<file path="src/hw/rtl/bdh_pkg.sv">
// ----------------------------------------------------------------------------
// bdh_pkg
// shared types and constants for the button debounce and hold detector
// ----------------------------------------------------------------------------
package bdh_pkg;

    // field widths
    localparam int LevelBits   = 2;
    localparam int LevelIdxW   = 1;
    localparam int TickW       = 16;
    localparam int CfgDataW    = 16;
    localparam int CfgAddrW    = 1;

    // register reset values and defaults
    localparam int DefaultButtons = 2;
    localparam logic [TickW-1:0] DefaultBounce = 16'd20;
    localparam logic [TickW-1:0] DefaultHold   = 16'd1000;
    localparam logic [TickW-1:0] TickMax       = 16'hFFFF;

    // register indexes
    localparam logic [CfgAddrW-1:0] RegBounceTicks = 1'd0;
    localparam logic [CfgAddrW-1:0] RegHoldTicks   = 1'd1;

    typedef enum logic [1:0] {
        PH_RELEASED        = 2'd0,
        PH_PRESS_PENDING   = 2'd1,
        PH_PRESSED         = 2'd2,
        PH_RELEASE_PENDING = 2'd3
    } phase_t;

    typedef enum logic [1:0] {
        EV_NONE  = 2'd0,
        EV_PRESS = 2'd1,
        EV_HOLD  = 2'd2
    } event_t;

    // result of one tick step
    typedef struct packed {
        phase_t machine_state;
        logic   event_button;
        event_t event_kind;
    } result_t;

endpackage

</file>
<file path="src/hw/rtl/bdh_core.sv">
// ----------------------------------------------------------------------------
// bdh_core
// debounce state machine, tick counter and event latch, one step per tick
// ----------------------------------------------------------------------------
module bdh_core #(
    parameter int NUM_BUTTONS = bdh_pkg::DefaultButtons
) (
    input  logic                           clk,
    input  logic                           rst_n,
    input  logic                           step,
    input  logic [bdh_pkg::LevelBits-1:0]  button_levels,
    input  logic                           clear_event,
    input  logic [bdh_pkg::TickW-1:0]      bounce_ticks,
    input  logic [bdh_pkg::TickW-1:0]      hold_ticks,
    output bdh_pkg::result_t               result
);

    localparam int BtnW  = (NUM_BUTTONS > 1) ? $clog2(NUM_BUTTONS) : 1;
    localparam int ScanN = (NUM_BUTTONS < bdh_pkg::LevelBits) ? NUM_BUTTONS
                                                              : bdh_pkg::LevelBits;

    bdh_pkg::phase_t             phase_reg, phase_next;
    logic [bdh_pkg::TickW-1:0]   elapsed_reg, elapsed_next;
    logic [BtnW-1:0]             tracked_reg, tracked_next;
    bdh_pkg::event_t             latched_reg, latched_next;
    logic [BtnW-1:0]             lbutton_reg, lbutton_next;

    logic [bdh_pkg::TickW-1:0]   elapsed_inc;
    logic                        any_pressed;
    logic [BtnW-1:0]             pick;
    logic                        tracked_pressed;
    logic                        bounce_done;
    logic                        hold_done;

    // saturating tick count, lowest active button, level of tracked button
    always_comb
    begin
        elapsed_inc = (elapsed_reg != bdh_pkg::TickMax) ? elapsed_reg + 1'b1 : elapsed_reg;
        bounce_done = (elapsed_inc >= bounce_ticks);
        hold_done   = (elapsed_inc >= hold_ticks);
        any_pressed = 1'b0;
        pick        = '0;
        for (int i = ScanN - 1; i >= 0; i--)
        begin
            if (!button_levels[i])
            begin
                any_pressed = 1'b1;
                pick        = BtnW'(i);
            end
        end
        if (32'(tracked_reg) < bdh_pkg::LevelBits)
            tracked_pressed = !button_levels[tracked_reg[bdh_pkg::LevelIdxW-1:0]];
        else
            tracked_pressed = 1'b0;
    end

    // next state
    always_comb
    begin
        phase_next = phase_reg;
        case (phase_reg)
            bdh_pkg::PH_RELEASED:
            begin
                if (any_pressed)
                    phase_next = bdh_pkg::PH_PRESS_PENDING;
            end
            bdh_pkg::PH_PRESS_PENDING:
            begin
                if (bounce_done)
                    phase_next = tracked_pressed ? bdh_pkg::PH_PRESSED
                                                 : bdh_pkg::PH_RELEASED;
            end
            bdh_pkg::PH_PRESSED:
            begin
                if (!tracked_pressed)
                    phase_next = bdh_pkg::PH_RELEASE_PENDING;
            end
            bdh_pkg::PH_RELEASE_PENDING:
            begin
                if (bounce_done)
                    phase_next = tracked_pressed ? bdh_pkg::PH_PRESSED
                                                 : bdh_pkg::PH_RELEASED;
            end
            default:
                phase_next = bdh_pkg::PH_RELEASED;
        endcase
    end

    // counter, tracked button and event latch
    always_comb
    begin
        elapsed_next = elapsed_inc;
        tracked_next = tracked_reg;
        latched_next = clear_event ? bdh_pkg::EV_NONE : latched_reg;
        lbutton_next = clear_event ? '0 : lbutton_reg;
        case (phase_reg)
            bdh_pkg::PH_RELEASED:
            begin
                if (any_pressed)
                begin
                    tracked_next = pick;
                    elapsed_next = '0;
                end
            end
            bdh_pkg::PH_PRESS_PENDING:
            begin
                if (bounce_done && tracked_pressed)
                    elapsed_next = '0;
            end
            bdh_pkg::PH_PRESSED:
            begin
                if (hold_done)
                begin
                    latched_next = bdh_pkg::EV_HOLD;
                    lbutton_next = tracked_reg;
                    elapsed_next = '0;
                end
                if (!tracked_pressed)
                    elapsed_next = '0;
            end
            bdh_pkg::PH_RELEASE_PENDING:
            begin
                if (bounce_done && !tracked_pressed)
                begin
                    latched_next = bdh_pkg::EV_PRESS;
                    lbutton_next = tracked_reg;
                end
            end
            default:
                elapsed_next = elapsed_inc;
        endcase
    end

    // outputs show the state after the step
    always_comb
    begin
        result.machine_state = phase_next;
        result.event_kind    = latched_next;
        result.event_button  = lbutton_next[0];
    end

    always_ff @(posedge clk or negedge rst_n)
    begin
        if (!rst_n)
        begin
            phase_reg   <= bdh_pkg::PH_RELEASED;
            elapsed_reg <= '0;
            tracked_reg <= '0;
            latched_reg <= bdh_pkg::EV_NONE;
            lbutton_reg <= '0;
        end
        else if (step)
        begin
            phase_reg   <= phase_next;
            elapsed_reg <= elapsed_next;
            tracked_reg <= tracked_next;
            latched_reg <= latched_next;
            lbutton_reg <= lbutton_next;
        end
    end

`ifndef SYNTHESIS
    // a press has to pass the pending phase first
    a_no_skip_pending: assert property (@(posedge clk) disable iff (!rst_n)
        (step && phase_reg == bdh_pkg::PH_RELEASED)
        |=> (phase_reg != bdh_pkg::PH_PRESSED && phase_reg != bdh_pkg::PH_RELEASE_PENDING))
        else $error("released phase jumped past press pending");

    // state holds while no tick is stepped
    a_hold_when_idle: assert property (@(posedge clk) disable iff (!rst_n)
        !step |=> ($stable(phase_reg) && $stable(elapsed_reg) && $stable(latched_reg)))
        else $error("state changed without a tick");

    // counter restarts, counts by one or sits at saturation
    a_counter_step: assert property (@(posedge clk) disable iff (!rst_n)
        step |=> (elapsed_reg == '0
                  || elapsed_reg == $past(elapsed_reg) + 1'b1
                  || (elapsed_reg == bdh_pkg::TickMax && $past(elapsed_reg) == bdh_pkg::TickMax)))
        else $error("tick counter moved by more than one");

    // a press event is only latched on leaving release pending
    a_press_source: assert property (@(posedge clk) disable iff (!rst_n)
        (step && latched_next == bdh_pkg::EV_PRESS && latched_reg != bdh_pkg::EV_PRESS)
        |-> (phase_reg == bdh_pkg::PH_RELEASE_PENDING && phase_next == bdh_pkg::PH_RELEASED))
        else $error("press event latched outside a confirmed release");
`endif

endmodule

</file>
<file path="src/hw/rtl/button_debounce_hold_detector.sv">
// ----------------------------------------------------------------------------
// button_debounce_hold_detector
// debounces active-low buttons and reports press and long-press events
// ----------------------------------------------------------------------------
// Every request on the input stream is one millisecond tick carrying the raw
// button levels and a clear flag; every tick gives exactly one result with the
// latched event, its button and the debounce state after that tick. The block
// takes one tick per clock cycle while the consumer keeps up: the tick lands
// in an input register, the whole debounce step (saturating tick counter,
// lowest-button pick, bounce and hold compares) runs in one pass of logic in
// bdh_core, and the answer is held in the result register. Both stages advance
// together whenever the result register is empty or being taken, so a full
// stream rate is kept while the consumer keeps up. bounce_ticks and hold_ticks
// are written through the cfg port; the user must write them only while the
// stream is idle, which the block itself does not enforce.
module button_debounce_hold_detector #(
    parameter int NUM_BUTTONS = bdh_pkg::DefaultButtons
) (
    input  logic                          clk,
    input  logic                          rst_n,

    // tick input: [1:0] button_levels, [2] clear_event, [7:3] zero
    input  logic                          s_axis_tvalid,
    output logic                          s_axis_tready,
    input  logic [7:0]                    s_axis_tdata,

    // result output: [1:0] event_kind, [2] event_button, [4:3] machine_state,
    // [7:5] zero
    output logic                          m_axis_tvalid,
    input  logic                          m_axis_tready,
    output logic [7:0]                    m_axis_tdata,

    // register write port
    input  logic                          cfg_wr_en,
    input  logic [bdh_pkg::CfgAddrW-1:0]  cfg_addr,
    input  logic [bdh_pkg::CfgDataW-1:0]  cfg_wdata
);

    // config registers
    logic [bdh_pkg::TickW-1:0]     bounce_reg;
    logic [bdh_pkg::TickW-1:0]     hold_reg;

    // input stage
    logic                          in_valid_reg;
    logic [bdh_pkg::LevelBits-1:0] levels_reg;
    logic                          clear_reg;

    // result stage
    logic                          out_valid_reg;
    bdh_pkg::result_t              out_reg;

    bdh_pkg::result_t              step_result;
    logic                          advance;

    // a tick moves into the result register when that slot frees up
    assign advance       = in_valid_reg && (!out_valid_reg || m_axis_tready);
    assign s_axis_tready = !in_valid_reg || advance;

    always_ff @(posedge clk or negedge rst_n)
    begin
        if (!rst_n)
        begin
            bounce_reg <= bdh_pkg::DefaultBounce;
            hold_reg   <= bdh_pkg::DefaultHold;
        end
        else if (cfg_wr_en)
        begin
            case (cfg_addr)
                bdh_pkg::RegBounceTicks: bounce_reg <= cfg_wdata;
                bdh_pkg::RegHoldTicks:   hold_reg   <= cfg_wdata;
                default:                 bounce_reg <= bounce_reg;
            endcase
        end
    end

    // input register
    always_ff @(posedge clk or negedge rst_n)
    begin
        if (!rst_n)
            in_valid_reg <= 1'b0;
        else if (s_axis_tready)
            in_valid_reg <= s_axis_tvalid;
    end

    always_ff @(posedge clk)
    begin
        if (s_axis_tready && s_axis_tvalid)
        begin
            levels_reg <= s_axis_tdata[bdh_pkg::LevelBits-1:0];
            clear_reg  <= s_axis_tdata[bdh_pkg::LevelBits];
        end
    end

    bdh_core #(
        .NUM_BUTTONS (NUM_BUTTONS)
    ) u_core (
        .clk           (clk),
        .rst_n         (rst_n),
        .step          (advance),
        .button_levels (levels_reg),
        .clear_event   (clear_reg),
        .bounce_ticks  (bounce_reg),
        .hold_ticks    (hold_reg),
        .result        (step_result)
    );

    // result register
    always_ff @(posedge clk or negedge rst_n)
    begin
        if (!rst_n)
            out_valid_reg <= 1'b0;
        else if (advance)
            out_valid_reg <= 1'b1;
        else if (m_axis_tready)
            out_valid_reg <= 1'b0;
    end

    always_ff @(posedge clk)
    begin
        if (advance)
            out_reg <= step_result;
    end

    assign m_axis_tvalid = out_valid_reg;
    assign m_axis_tdata  = {3'b000, out_reg.machine_state, out_reg.event_button,
                            out_reg.event_kind};

`ifndef SYNTHESIS
    // a waiting result is never overwritten
    a_result_kept: assert property (@(posedge clk) disable iff (!rst_n)
        (m_axis_tvalid && !m_axis_tready) |=> (m_axis_tvalid && $stable(m_axis_tdata)))
        else $error("stalled result changed");

    // a held tick blocks the input only while the output stalls
    a_ready_rule: assert property (@(posedge clk) disable iff (!rst_n)
        !s_axis_tready |-> (in_valid_reg && out_valid_reg && !m_axis_tready))
        else $error("input stalled without output backpressure");

    // every stepped tick shows up as a result on the next cycle
    a_step_to_result: assert property (@(posedge clk) disable iff (!rst_n)
        advance |=> m_axis_tvalid)
        else $error("stepped tick produced no result");
`endif

endmodule
</file>
<file path="config.mk">
export PLATFORM = sky130hd
export DESIGN_NAME = button_debounce_hold_detector
export DESIGN_NICKNAME = d
export VERILOG_FILES = /design/src/hw/rtl/bdh_pkg.sv /design/src/hw/rtl/bdh_core.sv /design/src/hw/rtl/button_debounce_hold_detector.sv
export SDC_FILE = /design/constraint.sdc
export NUM_CORES = 1
export LEC_CHECK = 0
export BUFFER_PORTS_ARGS = -buffer_cell sky130_fd_sc_hd__buf_2
export CAP_MARGIN = 20
export CORE_MARGIN = 4
export CORE_UTILIZATION = 40
export CTS_CLUSTER_DIAMETER = 100
export CTS_CLUSTER_SIZE = 40
export DETAILED_ROUTE_END_ITERATION = 8
export PLACE_DENSITY = 0.65
export SYNTH_ARGS = -nofsm -noshare
export SYNTH_HDL_FRONTEND = slang
export SYNTH_SLANG_ARGS = --single-unit
export TNS_END_PERCENT = 100
</file>
<file path="constraint.sdc">
create_clock -name clk -period 9.2 [get_ports clk]
set_input_delay 2.76 -clock clk [delete_from_list [all_inputs] [get_ports clk]]
set_output_delay 2.76 -clock clk [all_outputs]
set_load 0.005 [all_outputs]
</file>
==> summary.md <==
| Metric | Value |
|---|---|
| Largest net degree at the start of global routing | between 50 and 60 |
| Finish-stage setup viols | 0 |
| Clock skew | around 7.9 ps |
| Die Area | 11400 um^2 |
| Share of cells above drive strength 1 | 22.9% |
| Leading area contributor after synthesis | dfrtp_1 |
| Synth-to-layout area growth | 11.7% |
| Status | completed |
| Cell chain of the critical path | buf_2 > nand3b_1 > buf_2 |
| Initial Utilization | 41.7% |
| Ant diodes | 0 |
| Tmin final | approximately 6000 ps |
| Slew Viols, Final | 0 |
| Worst Path Arrival | ~3200 ps |
| Hold worst-path end | m_axis_tvalid$_DFFE_PN0P_ |
| WL per Instance | around 14 um |
| RePlAce Congestion | around 0.88 |
| Final period utilization | between 60 and 70% |
| Hold Path Class | flip-flop to flip-flop |
| TritonCTS clock tree | built |
| Via Count | 2928 |
| Worst reg-to-reg setup slack | around 4800 ps |
| Crit Path Class | primary input to output port |
| Vias in the first global route | 2948 |
| GR Util All Layers | approximately 15% |
| Worst-Margin Slew | around 1000 ps |
| GRT Residual Overflow | 0 |
| Setup TNS | 0 ps |
| Leading post-synthesis cells by cell area | dfrtp_1, ha_1, mux2_2 |
| CP Capture Type | output port |
| Reg2reg path depth | 13 |
| Most common cell on crit path | buf_2 |
| Final Cell Area | approximately 4400 um^2 |
| Reg-to-reg endpoint | u_core.elapsed_reg[3]$_DFFE_PN0P_ |
| DP HPWL | slightly below 6000 um |
| 1st-iter DRT viols | 147 |
| Post-synth ARST share | ~90% |
| Slew HR | approximately 32% |
| RSZ-0062 raised after global routing | no |
| Leak Pwr | between 2 and 2.5 nW |
| CP top delay family | buffers and inverters |
| H-tree lvl count | 3 |
| Final #Nets | 495 |
| CTS root buf | clkbuf_8 |
| Sequential area share after synthesis | a little over two fifths |
| Rows | 35 |
| IO buf count | 31 |
| Count leader, synth | nand2_1 |
| Worst Hold Depth | 1 |
| Critical Path Fanout Max | 3 |
| Post-CTS Setup Bufs | 0 |
| Maximum vdd drop | 77.1 uV |
| DR DRC count | 0 |
| Routed Antenna Nets | 0 |
| Synth Warn # | 0 |
| Post-Syn Area per Cell | 9.71 um^2 |
| FF+latch count, synth | 64 |
| Netlist cell types | 57 |
| Post-Synthesis Cell Area | 3910 um^2 |
| Max Cap Viol | 0 |
| Critical path launch point type | primary input |
| Worst Path Required | around 6400 ps |
| Slowest cell delay on critical path | 170 ps |
| EDFF count, synth | 8 |
| TritonCTS Buffers | 9 |
| Worst reg2reg startpoint | u_core.elapsed_reg[0]$_DFFE_PN0P_ |
| Hold bufs inserted after CTS | 0 |
| Die width | around 110 um |
| Post_cts resized | 0 |
| CTS max path bufs | 2 |
| Clk pin slew, worst setup/hold paths | ~70 ps |
| WL final | roughly 8000 um |
| Placeable Area | approximately 9400 um^2 |
| Post-synthesis cell count | between 400 and 500 |
| Ports | 40 |
| Buffers & Inverters on Critical Path | 2 |
| Final Hold Fails | 0 |
| Die Span Y | 107 um |
| Global-route wire length before repair | 13600 um |
| Power Total | approximately 0.84 mW |
| Synth cell count leaders | nand2_1, dfrtp_1, inv_1 |
| Initial antenna violation count | 0 |
| First-pass DRT Iterations | 4 |
| Fmax | around 170 MHz |
| Hold wc startpoint | in_valid_reg$_DFFE_PN0N_ |
| Synth top area share | between 30% and 40% |
| Later-pin clock latency in the skew report | between 300 and 400 ps |
| Avg Vias per Cell | 5.17 |
| Cell area after placement | between 4000 and 5000 um^2 |
| Worst path slowest cell | nand3b_1 |
| Clk sink count | 64 |
| PD cells | ~190 nW/um^2 |
| Main synth FF type | dfrtp_1 |
==> cell type report <==
class,instances,area [um^2]
Timing Repair Buffer,33,178
Multi-Input combinational cell,284,2040
Clock buffer,12,145
Fill cell,933,5000
Inverter,40,150
Tap cell,129,161
Sequential cell,64,1650
Clock inverter,4,45.0
==> where the power goes <==
| part | leakage (nW) | internal (mW) | total (mW) | switching, mW |
|---|---|---|---|---|
| Combinational | 1.17 | 0.105 | 0.238 | 0.132 |
| Sequential | 0.740 | 0.332 | 0.366 | 0.0340 |
| Clock | 0.100 | 0.131 | 0.239 | 0.108 |
| Total | 2.01 | 0.568 | 0.843 | 0.274 |
==> layout by cell type (no fill, tap or decap), drive strengths merged, types with 2 or more instances in the layout <==
cell type,count
nand2,53
dfrtp,48
inv,40
ha,33
buf,33
o21ai,31
mux2,23
a21oi,19
nand3,13
clkbuf,12
nor2,11
nand4,11
nand2b,10
dfstp,8
edfxtp,8
o211ai,6
nor2b,6
o31ai,5
and3,4
mux2i,4
a21o,4
nor3,4
o21a,3
or2,3
and4,3
a31oi,3
xor2,3
xnor2,3
and2,3
conb,3
clkinv,3
a211oi,2
or3,2
nor4,2
o21bai,2
o221ai,2
or4,2
==> how the worst max path moves through the flow <==
stage | startpoint | endpoint | slack (ps) | depth (start not counted)
final | m_axis_tready | s_axis_tready | 3260 | 3
after floorplan | m_axis_tready | s_axis_tready | 3510 | 1
after global placement | m_axis_tready | s_axis_tready | 3270 | 3
after detailed placement | m_axis_tready | s_axis_tready | 3260 | 3
after global routing | m_axis_tready | s_axis_tready | 3240 | 3
after CTS | m_axis_tready | s_axis_tready | 3260 | 3
==> metal layers <==
layer / wire (um) / global-route usage [%] / part of all wire (%)
met4: 163 / 5.48 / 2.1
met5: 0 / 0 / 0
met3: 254 / 3.49 / 3.2
met2: 3870 / 24.9 / 49
met1: 3650 / 18.6 / 46
==> worst register-to-register path, delay by kind of cell (launching register included) <==
kind	cells	cell delay [ps]
DFF	1	440
adders and majority gates	2	570
and+or+nand+nor	7	2390
AOI/OAI and AO/OA	3	690
xor gates and xnor gates	1	180
==> per-stage QoR <==
step	std cells	utilization [%]	worst slack, ps	hold slack (ps)
after floorplan	405	-	3510	457
after global placement	549	44.4	3270	478
after detailed placement	549	44.4	3260	494
after CTS	565	46.5	3260	510
after global routing	566	46.6	3240	519
final	566	46.6	3260	506
==> logic make-up after synthesis <==
kind of cell / synth area share (%)
AND/OR/NAND/NOR: 17.5
AO/OA/AOI/OAI: 14.7
flip-flops: 42.2
buffers and inverters: 5.95
adder cells (fa/ha/maj): 10.6
multiplexers: 7.64
XOR/XNOR: 1.34
other: 0.0958
Note: power is estimated with default switching activity, not from simulation.
